[src/hdl/xelp_pkg.sv]
// shared types, constants and the per-kind field programmes for the
// entry list reply parser; no dependencies
`timescale 1ns / 1ps
`default_nettype none

package xelp_pkg;

    localparam int unsigned MAX_ENTRIES = 4096;

    // header layout
    localparam logic [31:0] HDR_ERR_POS  = 32'd31;
    localparam logic [31:0] HDR_CNT_POS  = 32'd32;
    localparam logic [31:0] HDR_LAST_POS = 32'd35;

    localparam logic [3:0] WORD_LEN = 4'd4;
    localparam logic [3:0] TIME_LEN = 4'd8;

    // configuration register indexes
    localparam logic [1:0] CFG_DOMAIN   = 2'd0;
    localparam logic [1:0] CFG_VARIABLE = 2'd1;
    localparam logic [1:0] CFG_LINK     = 2'd2;

    // entry kinds
    localparam logic [1:0] EK_DOMAIN   = 2'd0;
    localparam logic [1:0] EK_VARIABLE = 2'd1;
    localparam logic [1:0] EK_LINK     = 2'd2;

    typedef enum logic [2:0] {
        RK_ID_BYTE   = 3'd0,
        RK_EMPTY_ID  = 3'd1,
        RK_DONE      = 3'd2,
        RK_SRV_ERROR = 3'd3,
        RK_UNKNOWN   = 3'd4,
        RK_TOO_MANY  = 3'd5
    } t_rkind;

    typedef enum logic [2:0] {
        OP_END     = 3'd0,
        OP_FIX4    = 3'd1,
        OP_FIX8    = 3'd2,
        OP_SKIPSTR = 3'd3,
        OP_IDSTR   = 3'd4
    } t_op;

    typedef enum logic [3:0] {
        PH_IDLE   = 4'b0001,
        PH_HEADER = 4'b0010,
        PH_TYPE   = 4'b0100,
        PH_STEP   = 4'b1000
    } t_phase;

    typedef struct packed {
        t_rkind      kind;
        logic [7:0]  data_byte;
        logic [11:0] entry_index;
        logic [1:0]  entry_kind;
        logic        last;
        logic [12:0] entry_total;
    } t_result;

    localparam t_op PROG_DOMAIN [8] = '{
        OP_SKIPSTR, OP_IDSTR, OP_FIX8, OP_SKIPSTR, OP_FIX8, OP_END, OP_END, OP_END
    };
    localparam t_op PROG_VARIABLE [8] = '{
        OP_SKIPSTR, OP_FIX4, OP_IDSTR, OP_FIX8, OP_SKIPSTR, OP_FIX8, OP_END, OP_END
    };
    localparam t_op PROG_LINK [8] = '{
        OP_FIX4, OP_SKIPSTR, OP_SKIPSTR, OP_IDSTR, OP_FIX8, OP_SKIPSTR, OP_FIX8, OP_END
    };

    function automatic t_op prog_op(input logic [1:0] kind, input logic [2:0] step);
        t_op op;
        unique case (kind)
            EK_DOMAIN:   op = PROG_DOMAIN[step];
            EK_VARIABLE: op = PROG_VARIABLE[step];
            EK_LINK:     op = PROG_LINK[step];
            default:     op = OP_END;
        endcase
        return op;
    endfunction

    // byte count of the field that a step opens with
    function automatic logic [3:0] step_len(input t_op op);
        return (op == OP_FIX8) ? TIME_LEN : WORD_LEN;
    endfunction

endpackage

`default_nettype wire

[src/hdl/xelp_ifs.sv]
// channel interfaces of the entry list reply parser: reply bytes in,
// results out, register writes; no dependencies
`timescale 1ns / 1ps
`default_nettype none

interface xelp_reply_if;
    logic       valid;
    logic       ready;
    logic [7:0] reply_byte;
    logic       start_of_reply;
    modport source (output valid, reply_byte, start_of_reply, input ready);
    modport sink   (input valid, reply_byte, start_of_reply, output ready);
endinterface

interface xelp_result_if;
    logic        valid;
    logic        ready;
    logic [2:0]  result_kind;
    logic [7:0]  data_byte;
    logic [11:0] entry_index;
    logic [1:0]  entry_kind;
    logic        last_of_identifier;
    logic [12:0] entry_total;
    modport source (output valid, result_kind, data_byte, entry_index, entry_kind,
                    last_of_identifier, entry_total, input ready);
    modport sink   (input valid, result_kind, data_byte, entry_index, entry_kind,
                    last_of_identifier, entry_total, output ready);
endinterface

interface xelp_cfg_if;
    logic        valid;
    logic        ready;
    logic [1:0]  reg_index;
    logic [31:0] wr_data;
    modport source (output valid, reg_index, wr_data, input ready);
    modport sink   (input valid, reg_index, wr_data, output ready);
endinterface

`default_nettype wire

[src/hdl/xdr_entry_list_reply_parser.sv]
// top level of the xdr entry list reply parser
// depends on xelp_pkg and the channel interfaces in xelp_ifs.sv
// a result word is registered from the reply byte that causes it, into the output word or the skid word
// throughput: one reply byte per cycle while the skid word is empty; the byte walk is counters and one compare
// a two-deep result buffer keeps input ready high while a result waits
// reset (synchronous): parser idle, buffer empty, type codes back to 1, 2 and 8
`timescale 1ns / 1ps
`default_nettype none

module xdr_entry_list_reply_parser (
    input  wire            i_clk,
    input  wire            i_rst_n,
    xelp_reply_if.sink     i_reply,
    xelp_result_if.source  o_result,
    xelp_cfg_if.sink       i_cfg
);

    // configuration
    logic [31:0] r_domain_code;
    logic [31:0] r_variable_code;
    logic [31:0] r_link_code;

    // parser state
    xelp_pkg::t_phase r_phase, n_phase;
    logic [2:0]  r_step, n_step;
    logic [1:0]  r_kind, n_kind;
    logic [1:0]  r_olb, n_olb;
    logic [31:0] r_word, n_word;
    logic [3:0]  r_field, n_field;
    logic [31:0] r_str, n_str;
    logic [12:0] r_entry, n_entry;
    logic [12:0] r_total, n_total;

    // result buffer
    xelp_pkg::t_result r_out, r_skid, n_res;
    logic r_out_valid, r_skid_valid, n_res_valid;

    logic w_in_acc, w_out_take;
    xelp_pkg::t_phase s_phase;
    logic [31:0] s_str, s_word, w_gathered, w_count;
    logic [1:0]  s_olb, w_olb_inc;
    logic [3:0]  w_fdec;
    logic [31:0] w_sdec;
    xelp_pkg::t_op w_op, w_ns_op, w_first_op;
    logic [2:0]  w_ns_step;
    logic [12:0] w_entry_inc;
    logic [1:0]  w_match_kind;
    logic        w_match;
    logic        w_do_next;

    assign w_in_acc   = i_reply.valid && i_reply.ready;
    assign w_out_take = o_result.valid && o_result.ready;
    assign i_reply.ready = !r_skid_valid;
    assign i_cfg.ready   = 1'b1;

    always_ff @(posedge i_clk) begin
        if (!i_rst_n) begin
            r_domain_code   <= 32'd1;
            r_variable_code <= 32'd2;
            r_link_code     <= 32'd8;
        end else if (i_cfg.valid) begin
            unique case (i_cfg.reg_index)
                xelp_pkg::CFG_DOMAIN:   r_domain_code   <= i_cfg.wr_data;
                xelp_pkg::CFG_VARIABLE: r_variable_code <= i_cfg.wr_data;
                xelp_pkg::CFG_LINK:     r_link_code     <= i_cfg.wr_data;
                default: ;
            endcase
        end
    end

    // start of reply overrides the header tracking before the byte is used
    assign s_phase    = (i_reply.start_of_reply) ? xelp_pkg::PH_HEADER : r_phase;
    assign s_str      = (i_reply.start_of_reply) ? 32'd0 : r_str;
    assign s_olb      = (i_reply.start_of_reply) ? 2'd0 : r_olb;
    assign s_word     = (i_reply.start_of_reply) ? 32'd0 : r_word;
    assign w_gathered = {s_word[23:0], i_reply.reply_byte};
    assign w_count    = w_gathered;
    assign w_olb_inc  = s_olb + 2'd1;
    assign w_fdec     = (r_field != 4'd0) ? r_field - 4'd1 : 4'd0;
    assign w_sdec     = r_str - 32'd1;

    assign w_op        = xelp_pkg::prog_op(r_kind, r_step);
    assign w_ns_step   = r_step + 3'd1;
    assign w_ns_op     = xelp_pkg::prog_op(r_kind, w_ns_step);
    assign w_entry_inc = r_entry + 13'd1;

    // type word decode, earlier codes win
    always_comb begin
        w_match      = 1'b1;
        w_match_kind = xelp_pkg::EK_DOMAIN;
        priority if (w_gathered == r_domain_code) w_match_kind = xelp_pkg::EK_DOMAIN;
        else if (w_gathered == r_variable_code)   w_match_kind = xelp_pkg::EK_VARIABLE;
        else if (w_gathered == r_link_code)       w_match_kind = xelp_pkg::EK_LINK;
        else w_match = 1'b0;
    end
    assign w_first_op = xelp_pkg::prog_op(w_match_kind, 3'd0);

    always_comb begin
        n_phase     = r_phase;
        n_step      = r_step;
        n_kind      = r_kind;
        n_olb       = r_olb;
        n_word      = r_word;
        n_field     = r_field;
        n_str       = r_str;
        n_entry     = r_entry;
        n_total     = r_total;
        n_res       = '0;
        n_res_valid = 1'b0;
        w_do_next   = 1'b0;

        if (w_in_acc) begin
            n_phase = s_phase;
            n_str   = s_str;
            n_olb   = s_olb;
            n_word  = s_word;
            if (s_phase != xelp_pkg::PH_IDLE) begin
                n_olb = w_olb_inc;
                unique case (s_phase)
                    xelp_pkg::PH_HEADER: begin
                        if (s_str == xelp_pkg::HDR_ERR_POS && i_reply.reply_byte != 8'd0) begin
                            n_phase         = xelp_pkg::PH_IDLE;
                            n_res_valid     = 1'b1;
                            n_res.kind      = xelp_pkg::RK_SRV_ERROR;
                            n_res.data_byte = i_reply.reply_byte;
                        end else begin
                            if (s_str >= xelp_pkg::HDR_CNT_POS) n_word = w_gathered;
                            if (s_str >= xelp_pkg::HDR_LAST_POS) begin
                                n_str = 32'd0;
                                if (w_count > 32'(xelp_pkg::MAX_ENTRIES)) begin
                                    n_phase     = xelp_pkg::PH_IDLE;
                                    n_res_valid = 1'b1;
                                    n_res.kind  = xelp_pkg::RK_TOO_MANY;
                                end else begin
                                    n_total = w_count[12:0];
                                    n_entry = 13'd0;
                                    if (w_count == 32'd0) begin
                                        n_phase     = xelp_pkg::PH_IDLE;
                                        n_res_valid = 1'b1;
                                        n_res.kind  = xelp_pkg::RK_DONE;
                                    end else begin
                                        n_phase = xelp_pkg::PH_TYPE;
                                        n_field = xelp_pkg::WORD_LEN;
                                    end
                                end
                            end else begin
                                n_str = s_str + 32'd1;
                            end
                        end
                    end
                    xelp_pkg::PH_TYPE: begin
                        n_word  = w_gathered;
                        n_field = w_fdec;
                        if (w_fdec == 4'd0) begin
                            if (w_match) begin
                                n_kind  = w_match_kind;
                                n_phase = xelp_pkg::PH_STEP;
                                n_step  = 3'd0;
                                n_field = xelp_pkg::step_len(w_first_op);
                                n_str   = 32'd0;
                            end else begin
                                n_phase           = xelp_pkg::PH_IDLE;
                                n_res_valid       = 1'b1;
                                n_res.kind        = xelp_pkg::RK_UNKNOWN;
                                n_res.entry_index = r_entry[11:0];
                            end
                        end
                    end
                    xelp_pkg::PH_STEP: begin
                        unique case (w_op)
                            xelp_pkg::OP_FIX4, xelp_pkg::OP_FIX8: begin
                                n_field = w_fdec;
                                if (w_fdec == 4'd0) w_do_next = 1'b1;
                            end
                            xelp_pkg::OP_END: n_phase = xelp_pkg::PH_IDLE;
                            default: begin
                                // length word, then string bytes, then padding
                                if (r_field != 4'd0) begin
                                    n_word  = w_gathered;
                                    n_field = w_fdec;
                                    if (w_fdec == 4'd0) begin
                                        if (w_gathered == 32'd0) begin
                                            if (w_op == xelp_pkg::OP_IDSTR) begin
                                                n_res_valid       = 1'b1;
                                                n_res.kind        = xelp_pkg::RK_EMPTY_ID;
                                                n_res.entry_index = r_entry[11:0];
                                                n_res.entry_kind  = r_kind;
                                            end
                                            w_do_next = 1'b1;
                                        end else begin
                                            n_str = w_gathered;
                                        end
                                    end
                                end else if (r_str != 32'd0) begin
                                    n_str = w_sdec;
                                    if (w_op == xelp_pkg::OP_IDSTR) begin
                                        n_res_valid       = 1'b1;
                                        n_res.kind        = xelp_pkg::RK_ID_BYTE;
                                        n_res.data_byte   = i_reply.reply_byte;
                                        n_res.entry_index = r_entry[11:0];
                                        n_res.entry_kind  = r_kind;
                                        n_res.last        = (w_sdec == 32'd0);
                                    end
                                    if (w_sdec == 32'd0 && w_olb_inc == 2'd0) w_do_next = 1'b1;
                                end else if (w_olb_inc == 2'd0) begin
                                    w_do_next = 1'b1;
                                end
                            end
                        endcase
                    end
                    default: ;
                endcase
            end
        end

        // move to the next field, or at the end of a programme to the next entry or, after the last one, to idle
        if (w_do_next) begin
            if (w_ns_op == xelp_pkg::OP_END) begin
                n_entry = w_entry_inc;
                if (w_entry_inc >= r_total) begin
                    n_phase = xelp_pkg::PH_IDLE;
                    if (!n_res_valid) begin
                        n_res_valid       = 1'b1;
                        n_res.kind        = xelp_pkg::RK_DONE;
                        n_res.entry_total = r_total;
                    end
                end else begin
                    n_phase = xelp_pkg::PH_TYPE;
                    n_field = xelp_pkg::WORD_LEN;
                end
            end else begin
                n_step  = w_ns_step;
                n_field = xelp_pkg::step_len(w_ns_op);
                n_str   = 32'd0;
            end
        end
    end

    always_ff @(posedge i_clk) begin
        if (!i_rst_n) begin
            r_phase <= xelp_pkg::PH_IDLE;
            r_step  <= 3'd0;
            r_kind  <= xelp_pkg::EK_DOMAIN;
            r_olb   <= 2'd0;
            r_word  <= 32'd0;
            r_field <= 4'd0;
            r_str   <= 32'd0;
            r_entry <= 13'd0;
            r_total <= 13'd0;
        end else begin
            r_phase <= n_phase;
            r_step  <= n_step;
            r_kind  <= n_kind;
            r_olb   <= n_olb;
            r_word  <= n_word;
            r_field <= n_field;
            r_str   <= n_str;
            r_entry <= n_entry;
            r_total <= n_total;
        end
    end

    // result buffer: output word plus one skid word
    always_ff @(posedge i_clk) begin
        if (!i_rst_n) begin
            r_out_valid  <= 1'b0;
            r_skid_valid <= 1'b0;
        end else if (n_res_valid) begin
            if (!r_out_valid || w_out_take) begin
                r_out_valid <= 1'b1;
            end else begin
                r_skid_valid <= 1'b1;
            end
        end else if (w_out_take) begin
            r_out_valid  <= r_skid_valid;
            r_skid_valid <= 1'b0;
        end
    end

    always_ff @(posedge i_clk) begin
        if (n_res_valid) begin
            if (!r_out_valid || w_out_take) begin
                r_out <= n_res;
            end else begin
                r_skid <= n_res;
            end
        end else if (w_out_take) begin
            r_out <= r_skid;
        end
    end

    assign o_result.valid              = r_out_valid;
    assign o_result.result_kind        = r_out.kind;
    assign o_result.data_byte          = r_out.data_byte;
    assign o_result.entry_index        = r_out.entry_index;
    assign o_result.entry_kind         = r_out.entry_kind;
    assign o_result.last_of_identifier = r_out.last;
    assign o_result.entry_total        = r_out.entry_total;

    a_skid_behind_out: assert property (@(posedge i_clk) disable iff (!i_rst_n)
        r_skid_valid |-> r_out_valid)
        else $error("skid word held with empty output word");

    a_step_has_op: assert property (@(posedge i_clk) disable iff (!i_rst_n)
        (r_phase == xelp_pkg::PH_STEP) |-> (w_op != xelp_pkg::OP_END))
        else $error("parser parked on the end of a field programme");

    a_entry_in_range: assert property (@(posedge i_clk) disable iff (!i_rst_n)
        (r_phase == xelp_pkg::PH_TYPE || r_phase == xelp_pkg::PH_STEP) |-> (r_entry < r_total))
        else $error("entry walk past the announced count");

    a_kind_valid: assert property (@(posedge i_clk) disable iff (!i_rst_n)
        (r_phase == xelp_pkg::PH_STEP) |-> (r_kind != 2'd3))
        else $error("field walk with no entry kind");

    a_no_overflow: assert property (@(posedge i_clk) disable iff (!i_rst_n)
        (n_res_valid && r_out_valid && !w_out_take) |-> !r_skid_valid)
        else $error("result word with a full buffer");

endmodule

`default_nettype wire
[src/flat_wrapper.sv]
// flat-port wrapper written by rule: the top's interface ports become plain ports
module xdr_entry_list_reply_parser_flat 
  (i_clk, i_rst_n, i_reply_valid, i_reply_reply_byte, i_reply_start_of_reply, i_reply_ready, o_result_valid, o_result_result_kind, o_result_data_byte, o_result_entry_index, o_result_entry_kind, o_result_last_of_identifier, o_result_entry_total, o_result_ready, i_cfg_valid, i_cfg_reg_index, i_cfg_wr_data, i_cfg_ready);
  xelp_reply_if i_reply_i ();
  xelp_result_if o_result_i ();
  xelp_cfg_if i_cfg_i ();
  input  wire i_clk;
  input  wire i_rst_n;
  input wire logic [$bits(i_reply_i.valid)-1:0] i_reply_valid;
  input wire logic [$bits(i_reply_i.reply_byte)-1:0] i_reply_reply_byte;
  input wire logic [$bits(i_reply_i.start_of_reply)-1:0] i_reply_start_of_reply;
  output wire logic [$bits(i_reply_i.ready)-1:0] i_reply_ready;
  output wire logic [$bits(o_result_i.valid)-1:0] o_result_valid;
  output wire logic [$bits(o_result_i.result_kind)-1:0] o_result_result_kind;
  output wire logic [$bits(o_result_i.data_byte)-1:0] o_result_data_byte;
  output wire logic [$bits(o_result_i.entry_index)-1:0] o_result_entry_index;
  output wire logic [$bits(o_result_i.entry_kind)-1:0] o_result_entry_kind;
  output wire logic [$bits(o_result_i.last_of_identifier)-1:0] o_result_last_of_identifier;
  output wire logic [$bits(o_result_i.entry_total)-1:0] o_result_entry_total;
  input wire logic [$bits(o_result_i.ready)-1:0] o_result_ready;
  input wire logic [$bits(i_cfg_i.valid)-1:0] i_cfg_valid;
  input wire logic [$bits(i_cfg_i.reg_index)-1:0] i_cfg_reg_index;
  input wire logic [$bits(i_cfg_i.wr_data)-1:0] i_cfg_wr_data;
  output wire logic [$bits(i_cfg_i.ready)-1:0] i_cfg_ready;
  assign i_reply_i.valid = i_reply_valid;
  assign i_reply_i.reply_byte = i_reply_reply_byte;
  assign i_reply_i.start_of_reply = i_reply_start_of_reply;
  assign i_reply_ready = i_reply_i.ready;
  assign o_result_valid = o_result_i.valid;
  assign o_result_result_kind = o_result_i.result_kind;
  assign o_result_data_byte = o_result_i.data_byte;
  assign o_result_entry_index = o_result_i.entry_index;
  assign o_result_entry_kind = o_result_i.entry_kind;
  assign o_result_last_of_identifier = o_result_i.last_of_identifier;
  assign o_result_entry_total = o_result_i.entry_total;
  assign o_result_i.ready = o_result_ready;
  assign i_cfg_i.valid = i_cfg_valid;
  assign i_cfg_i.reg_index = i_cfg_reg_index;
  assign i_cfg_i.wr_data = i_cfg_wr_data;
  assign i_cfg_ready = i_cfg_i.ready;
  xdr_entry_list_reply_parser u_core (.i_clk(i_clk), .i_rst_n(i_rst_n), .i_reply(i_reply_i), .o_result(o_result_i), .i_cfg(i_cfg_i));
endmodule
[config.mk]
export PLATFORM = sky130hd
export DESIGN_NAME = xdr_entry_list_reply_parser_flat
export DESIGN_NICKNAME = d
export VERILOG_FILES = /design/src/hdl/xelp_pkg.sv /design/src/hdl/xelp_ifs.sv /design/src/hdl/xdr_entry_list_reply_parser.sv /design/src/flat_wrapper.sv
export SDC_FILE = /design/constraint.sdc
export NUM_CORES = 1
export LEC_CHECK = 0
export BUFFER_PORTS_ARGS = -buffer_cell sky130_fd_sc_hd__buf_2
export CAP_MARGIN = 20
export CORE_MARGIN = 2
export CORE_UTILIZATION = 55
export DETAILED_ROUTE_END_ITERATION = 8
export GPL_TIMING_DRIVEN = 1
export HOLD_SLACK_MARGIN = 0.02
export PLACE_DENSITY = 0.73
export SYNTH_ARGS = -nofsm -noshare
export SYNTH_HDL_FRONTEND = slang
export SYNTH_SLANG_ARGS = --single-unit
[constraint.sdc]
create_clock -name i_clk -period 8.7 [get_ports i_clk]
set_clock_uncertainty 0.2 [all_clocks]
set_input_delay 2.175 -clock i_clk [delete_from_list [all_inputs] [get_ports i_clk]]
set_output_delay 2.175 -clock i_clk [all_outputs]
set_load 0.05 [all_outputs]
==> run_results.csv, run 1 <==
group,metric,value,unit
sta,rsz0062_at_grt,"false",
placement,finalWeightedCongestion,0.9842,
clock_tree,clockBufferDepth,3,
pwr,power_frac_clock,44.7,%
global_routing,grt_max_degree,94,
pwr,p_sw,736.2,uW
logic_synthesis,synth-simple-area-share,24.84,%
worst_setup_path,reg2reg_slack,3060,ps
logic_synthesis,synth.area.mux_share,1.660,%
clock_tree,cts_setup_buffers,0,
clock_tree,cts_tree,"yes",
logic_synthesis,synth_warnings,0,
pwr,p_leak,6.227,nW
sta,period_needed,6564,ps
clock_tree,htreeDepth,1,
logic_synthesis,yosysTopAreaCell,"dfxtp_1",
logic_synthesis,synth-xor-area-share,5.262,%
worst_setup_path,cp_max_fo,42,
min_path,hp-start,"u_core.r_link_code[18]",
logic_synthesis,async_flop_share,0,%
worst_setup_path,cp_slowest_cell,"nor3b_4",
worst_setup_path,cp.required,8790,ps
sta,tns,0,ps
die,num_rows,60,
die,fp.dieW,169.9,um
logic_synthesis,synth_edf_count,78,
worst_setup_path,rr_endpoint,"u_core.r_skid[34]",
worst_setup_path,endpoint_kind,"flop",
worst_setup_path,start_kind,"input port",
logic_synthesis,synth_common_cells,"nand2_1, dfxtp_1, nor2_1, a21oi_1, clkbuf_1",
clock_tree,clock-root-buffer,"clkbuf_16",
sta,worstMarginPinSlew,1004,ps
job,cap_violations,0,
die,pin_count,90,
clock_tree,cts.clk_slew.worst_paths,70,ps
routing,ant_nets,0,
logic_synthesis,synth.avg_cell_area,8.281,um^2
routing,firstDrtPassIters,8,
worst_setup_path,cp_num_buf_inv,3,
placement,dpl.hpwl,32750,um
pwr,switching_share,25.71,%
logic_synthesis,synthCells,1829,
clock_tree,clkLatencyLatePin,590,ps
logic_synthesis,synth_top_family_by_area,"simple AND/OR/NAND/NOR gates",
worst_setup_path,critical_path.top_delay_family,"simple AND/OR/NAND/NOR gates",
worst_setup_path,critPathLaunch,"i_reply_start_of_reply",
routing,wire_per_inst,21.09,um
worst_setup_path,r2r_cells,11,
logic_synthesis,synth_top_area_share,25.77,%
die,die_h,169.9,um
die,core_area,27030,um^2
die,dieArea,28880,um^2
logic_synthesis,synth.most_common_cell,"nand2_1",
logic_synthesis,synth_compound_area_share,19.74,%
pwr,irDropWorstVdd,0.1381,mV
logic_synthesis,syn_area,15150,um^2
cells_and_area,layout-drive-gt1-share,10.28,%
worst_setup_path,path_class,"input port to flop",
sta,setup_viol,0,
sta,hold_violations,0,
routing,drt_iter0_markers,1372,
min_path,whs_path_depth,2,
global_routing,grt_pass1_vias,13108,
logic_synthesis,synth_nets,1905,
sta,setup_slack,2136,ps
worst_setup_path,reg2reg_from,"u_core.r_str[17]",
routing,drc,0,
clock_tree,cts_hold_buf,0,
sta,min_period_over_period,75.44,%
cells_and_area,utilization,61.74,%
routing,dr_total_vias,14023,
cells_and_area,antennaDiodeCount,0,
clock_tree,cts.sinks,273,
worst_setup_path,path_cells,"buf_2, buf_4, nor2_1, ha_1, nand3_1, nor4b_1, a221oi_1, nor3_1, o31a_1, nor2_4, nor3b_4, buf_12",
placement,io_buffers,88,
worst_setup_path,arrival,6660,ps
global_routing,grt_overflow,0,
logic_synthesis,ys.flop_type,"dfxtp_1",
logic_synthesis,ys_seq_elements,273,
die,start_util,56.04,%
min_path,min_to,"u_core.r_link_code[18]",
logic_synthesis,synthAdderAreaFrac,2.313,%
pwr,seqPwrFrac,46.8,%
placement,dp_slack,1597,ps
routing,routed_via_density,6.377,
min_path,min_path_type,"flop to flop",
clock_tree,cts-buffers-inserted,30,
sta,max_freq,152.4,MHz
routing,routed_wl,46380,um
clock_tree,post_cts_resized,0,
global_routing,grt_use_total,31.96,%
global_routing,antenna_found_initial,0,
sta,holdWs,262.3,ps
logic_synthesis,ys_types,83,
worst_setup_path,slowest_delay,810,ps
pwr,p_per_area,171.6,nW/um^2
pwr,p_total,2.864,mW
logic_synthesis,synthTopCellsByArea,"dfxtp_1, edfxtp_1, nand2_1",
pwr,p_comb_share,8.6,%
cells_and_area,layout.nets,1910,
sta,slew_headroom,32.69,%
cells_and_area,syn_to_final_growth,10.16,%
global_routing,grt_pass1_wl,72840,um
logic_synthesis,ys_seq_area_share,41.24,%
status,status,"finished, final reports clean",
sta,maxSlewViolCount,0,
pwr,p_int,2.128,mW
==> worst max path at each step <==
stage,endpoint,depth (start not counted)
floorplan,u_core.o_result.data_byte[0],14
global placement,u_core.r_skid[31],12
detailed placement,u_core.r_skid[29],12
CTS,u_core.r_skid[34],12
global route,u_core.r_skid[31],12
finish,u_core.r_skid[34],12
==> final cells by class <==
| cell class | instances | area (um^2) |
|---|---|---|
| repair buffers | 113 | 660.6 |
| inverters | 46 | 173.9 |
| fillers | 2366 | 10340 |
| flip-flops and latches | 273 | 6246 |
| multi-input cells | 1370 | 8182 |
| clock buffers | 38 | 810.8 |
| clock inverters | 18 | 185.2 |
| well taps | 341 | 426.7 |
==> flip-flops by register name, indices dropped and copies added (netlist names), 2 cells and up <==
name / cells
u_core.r_skid: 39
u_core.r_domain_code: 32
u_core.r_link_code: 32
u_core.r_str: 32
u_core.r_variable_code: 32
u_core.r_word: 24
u_core.o_result.entry_total: 13
u_core.r_entry: 13
u_core.r_total: 13
u_core.o_result.entry_index: 12
u_core.o_result.data_byte: 8
u_core.r_field: 4
u_core.r_phase: 4
u_core.o_result.result_kind: 3
u_core.r_step: 3
u_core.o_result.entry_kind: 2
u_core.r_kind: 2
u_core.r_olb: 2
==> cell families after synthesis <==
group | count (synthesis)
muxes | 25
AOI/OAI and AO/OA | 461
xor gates and xnor gates | 91
DFF | 273
and+or+nand+nor | 764
other | 1
adders and majority gates | 28
buffers and inverters | 186
==> routing by layer <==
layer	part of all wire (%)	up-vias	wire length [um]	GRT usage (%)
met2	47	637	21830	53.98
met5	0	-	0	0
met1	41	6674	18970	40.99
li1	-	6573	-	-
met3	7.6	139	3519	4.721
met4	4.4	0	2057	13.53
==> through the flow <==
stage	cells	instance area, um^2
6_report	2199	16680
3_3_place_gp	2141	15650
3_5_place_dp	2142	15680
4_1_cts	2198	16680
5_1_grt	2199	16680
2_1_floorplan	1829	15150
==> cell usage in the layout (no fill, tap or decap), types with 23 or more instances in the layout <==
| cell type | netlist | routed |
|---|---|---|
| a21o_1 | 29 | 29 |
| a21oi_1 | 158 | 157 |
| a22oi_1 | 34 | 34 |
| a31oi_1 | 40 | 40 |
| and2_1 | 37 | 37 |
| buf_2 | 5 | 88 |
| buf_4 | 5 | 23 |
| clkbuf_16 | 0 | 30 |
| dfxtp_1 | 195 | 195 |
| edfxtp_1 | 78 | 78 |
| ha_1 | 28 | 28 |
| inv_1 | 45 | 45 |
| mux2i_1 | 24 | 24 |
| nand2_1 | 288 | 288 |
| nand3_1 | 36 | 36 |
| nor2_1 | 185 | 185 |
| nor3_1 | 32 | 31 |
| nor4_1 | 30 | 30 |
| nor4bb_1 | 27 | 27 |
| o21ai_0 | 65 | 65 |
| xnor2_1 | 51 | 51 |
| xor2_1 | 40 | 40 |
==> tightest hold or removal path, stage by stage, from the launching register on <==
cell and delay, ps:
dfxtp_1 310, nand2_1 50, a21oi_1 60
==> power groups by stage <==
stage | logic, mW | registers (mW) | clock network [mW]
finish | 0.245 | 1.34 | 1.28
global placement | 0.236 | 1.37 | 0
floorplan | 0.166 | 1.36 | 0
detailed placement | 0.239 | 1.37 | 0
CTS | 0.240 | 1.34 | 1.29
global route | 0.266 | 1.34 | 1.34
Note: power is estimated with default switching activity, not from simulation.
==> inputs of run 2 (changes only) <==
Settings changed: ABC_AREA set to 1, PLACE_DENSITY 0.73 to 0.76.
Clock period 8.7 ns to 5.51 ns, I/O delays scaled along.
==> run_results.csv, run 2 <==
group,metric,value,unit
logic_synthesis,synthCells,2127,
cells_and_area,layout.nets,2264,
cells_and_area,antennaDiodeCount,0,
pwr,p_total,4.886,mW
sta,min_period_over_period,83.81,%
clock_tree,post_cts_resized,0,
logic_synthesis,synth_edf_count,78,
logic_synthesis,ys_seq_elements,273,
global_routing,grt_pass1_vias,13611,
global_routing,antenna_found_initial,0,
pwr,irDropWorstVdd,0.2709,mV
cells_and_area,largest_register,"u_core.r_skid",
clock_tree,cts.clk_slew.worst_paths,60,ps
logic_synthesis,synth_nets,2203,
worst_setup_path,cp.required,5630,ps
worst_setup_path,cp_slowest_cell,"buf_4",
clock_tree,htreeDepth,1,
routing,routed_via_density,5.743,
cells_and_area,syn_to_final_growth,12.25,%
die,num_rows,61,
sta,rsz0062_at_grt,"false",
sta,slew_headroom,46.10,%
logic_synthesis,ys.flop_type,"dfxtp_1",
clock_tree,cts_setup_buffers,0,
sta,tns,0,ps
cells_and_area,layout-drive-gt1-share,11.04,%
worst_setup_path,path_cells,"buf_2, inv_2, buf_4, nand2_2, xor2_1, nand3_1, nor2_1, nand2_1, nor2_1, nand4_1, nand4_1, nand2_1, inv_2, nand2_1, nand2_2, nand2_2, inv_2, buf_4, o21ai_1",
logic_synthesis,synthAdderAreaFrac,2.293,%
cells_and_area,final_cell_mix,"nand2_1, nor2_1, inv_1",
clock_tree,cts-buffers-inserted,29,
pwr,p_leak,7.479,nW
worst_setup_path,start_kind,"input port",
worst_setup_path,endpoint_kind,"flop",
cells_and_area,nFillCells,2385,
logic_synthesis,synth_compound_area_share,16.31,%
logic_synthesis,ys_seq_area_share,40.88,%
placement,dpl.hpwl,32570,um
die,fp.dieW,170.7,um
logic_synthesis,synth.most_common_cell,"nand2_1",
global_routing,grt_overflow,0,
logic_synthesis,yosysTopAreaCell,"dfxtp_1",
logic_synthesis,synthTopCellsByArea,"dfxtp_1, edfxtp_1, nand2_1",
sta,period_needed,4618,ps
min_path,min_path_type,"flop to flop",
logic_synthesis,synth.area.mux_share,0,%
die,start_util,55.45,%
routing,drt_iter0_markers,1631,
logic_synthesis,syn_area,15280,um^2
clock_tree,cts.sinks,273,
cells_and_area,stdcell_count,2589,
die,core_area,27550,um^2
sta,max_freq,216.6,MHz
sta,setup_viol,0,
die,die_h,170.7,um
clock_tree,clkLatencyLatePin,580,ps
global_routing,grt_use_total,30.54,%
status,status,"finished, final reports clean",
pwr,p_per_area,284.9,nW/um^2
routing,dr_total_vias,14869,
sta,maxSlewViolCount,0,
cells_and_area,largest_reg_flops,39,
worst_setup_path,slowest_delay,370,ps
worst_setup_path,arrival,4740,ps
logic_synthesis,ys_types,56,
routing,routed_wl,45060,um
placement,io_buffers,88,
clock_tree,clockBufferDepth,3,
global_routing,grt_max_degree,93,
logic_synthesis,synth_top_family_by_area,"simple AND/OR/NAND/NOR gates",
clock_tree,cts_tree,"yes",
routing,wire_per_inst,17.40,um
logic_synthesis,synth_warnings,0,
cells_and_area,final_common_cell,"nand2_1",
worst_setup_path,path_class,"input port to flop",
die,dieArea,29130,um^2
logic_synthesis,synth-xor-area-share,3.440,%
die,pin_count,90,
routing,firstDrtPassIters,6,
worst_setup_path,cp_max_fo,35,
logic_synthesis,async_flop_share,0,%
clock_tree,cts_hold_buf,0,
job,cap_violations,0,
sta,hold_violations,0,
logic_synthesis,synth.avg_cell_area,7.182,um^2
global_routing,grt_pass1_wl,71260,um
sta,holdWs,262.4,ps
logic_synthesis,synth_common_cells,"nand2_1, nor2_1, inv_1, dfxtp_1, o21ai_0",
clock_tree,clock-root-buffer,"clkbuf_16",
placement,placed_cells,2534,
logic_synthesis,synth-simple-area-share,28.25,%
placement,finalWeightedCongestion,1.029,
routing,drc,0,
routing,ant_nets,0,
logic_synthesis,synth_top_area_share,25.55,%
sta,worstMarginPinSlew,808.4,ps
-- run 2: cell types whose count changed in the layout (fill, tap and decap cells not counted), moves of 39 or more --
cell	delta
inv_1	+186
o21ai_0	+103
a21oi_1	-52
nor2_1	+136
a31oi_1	-39
nand3_1	+61
nand2_1	+147
-- run 2: kinds of logic (layout without fill, tap and decap cells) --
logic type | Yosys count | count (layout)
AOI/OAI and AO/OA | 423 | 423
other | 1 | 1
xor gates and xnor gates | 60 | 60
and+or+nand+nor | 1005 | 1005
buffers and inverters | 337 | 421
adders and majority gates | 28 | 28
DFF | 273 | 273
-- run 2: final cells by class --
cell class,instances,area (um^2),area share (%)
inverters,243,912.1,5.319
clock buffers,43,892.1,5.202
multi-input cells,1517,7720,45.02
flip-flops and latches,273,6246,36.42
well taps,378,473.0,2.758
repair buffers,124,778.2,4.538
clock inverters,11,127.6,0.7442
-- run 2: stage by stage --
| step | instance area [um^2] | util, % | setup WS, ps |
|---|---|---|---|
| 2_1_floorplan | 15280 | - | 161.6 |
| 3_3_place_gp | 16070 | 58.34 | 516.3 |
| 3_5_place_dp | 16100 | 58.44 | 364.4 |
| 4_1_cts | 17120 | 62.14 | 950.4 |
| 5_1_grt | 17150 | 62.24 | 648.5 |
| 6_report | 17150 | 62.24 | 892.3 |
-- run 2: worst paths after layout --
check                                       startpoint                              to  slack (ps)  depth (start not counted)
worst max-delay path            i_reply_start_of_reply  u_core.o_result.entry_index[1]         890                         19
worst min-delay path                 u_core.r_phase[1]               u_core.r_phase[1]         260                          2
worst max register to register       u_core.r_entry[0]               u_core.r_skid[34]        1390                         17
worst min register to register       u_core.r_phase[1]               u_core.r_phase[1]         260                          2
-- run 2: per-layer routing --
layer,track usage [%],vias to the layer above,wire length [um]
met5,0,-,0
met4,10.41,0,1373
met3,4.950,100,4122
met2,47.53,676,19970
met1,43.22,6886,19590
li1,-,7207,-
-- run 2: worst max-delay path: cells and delay by family --
family,cells,cell delay (ps)
buf+inv,6,1530
xor+xnor,1,170
simple gates,11,1540
compound gates,1,100
-- run 2: power by group --
group | internal (mW) | switching (mW)
Combinational | 0.207 | 0.466
Sequential | 2.12 | 0.0435
Clock | 1.22 | 0.834
Total | 3.54 | 1.34
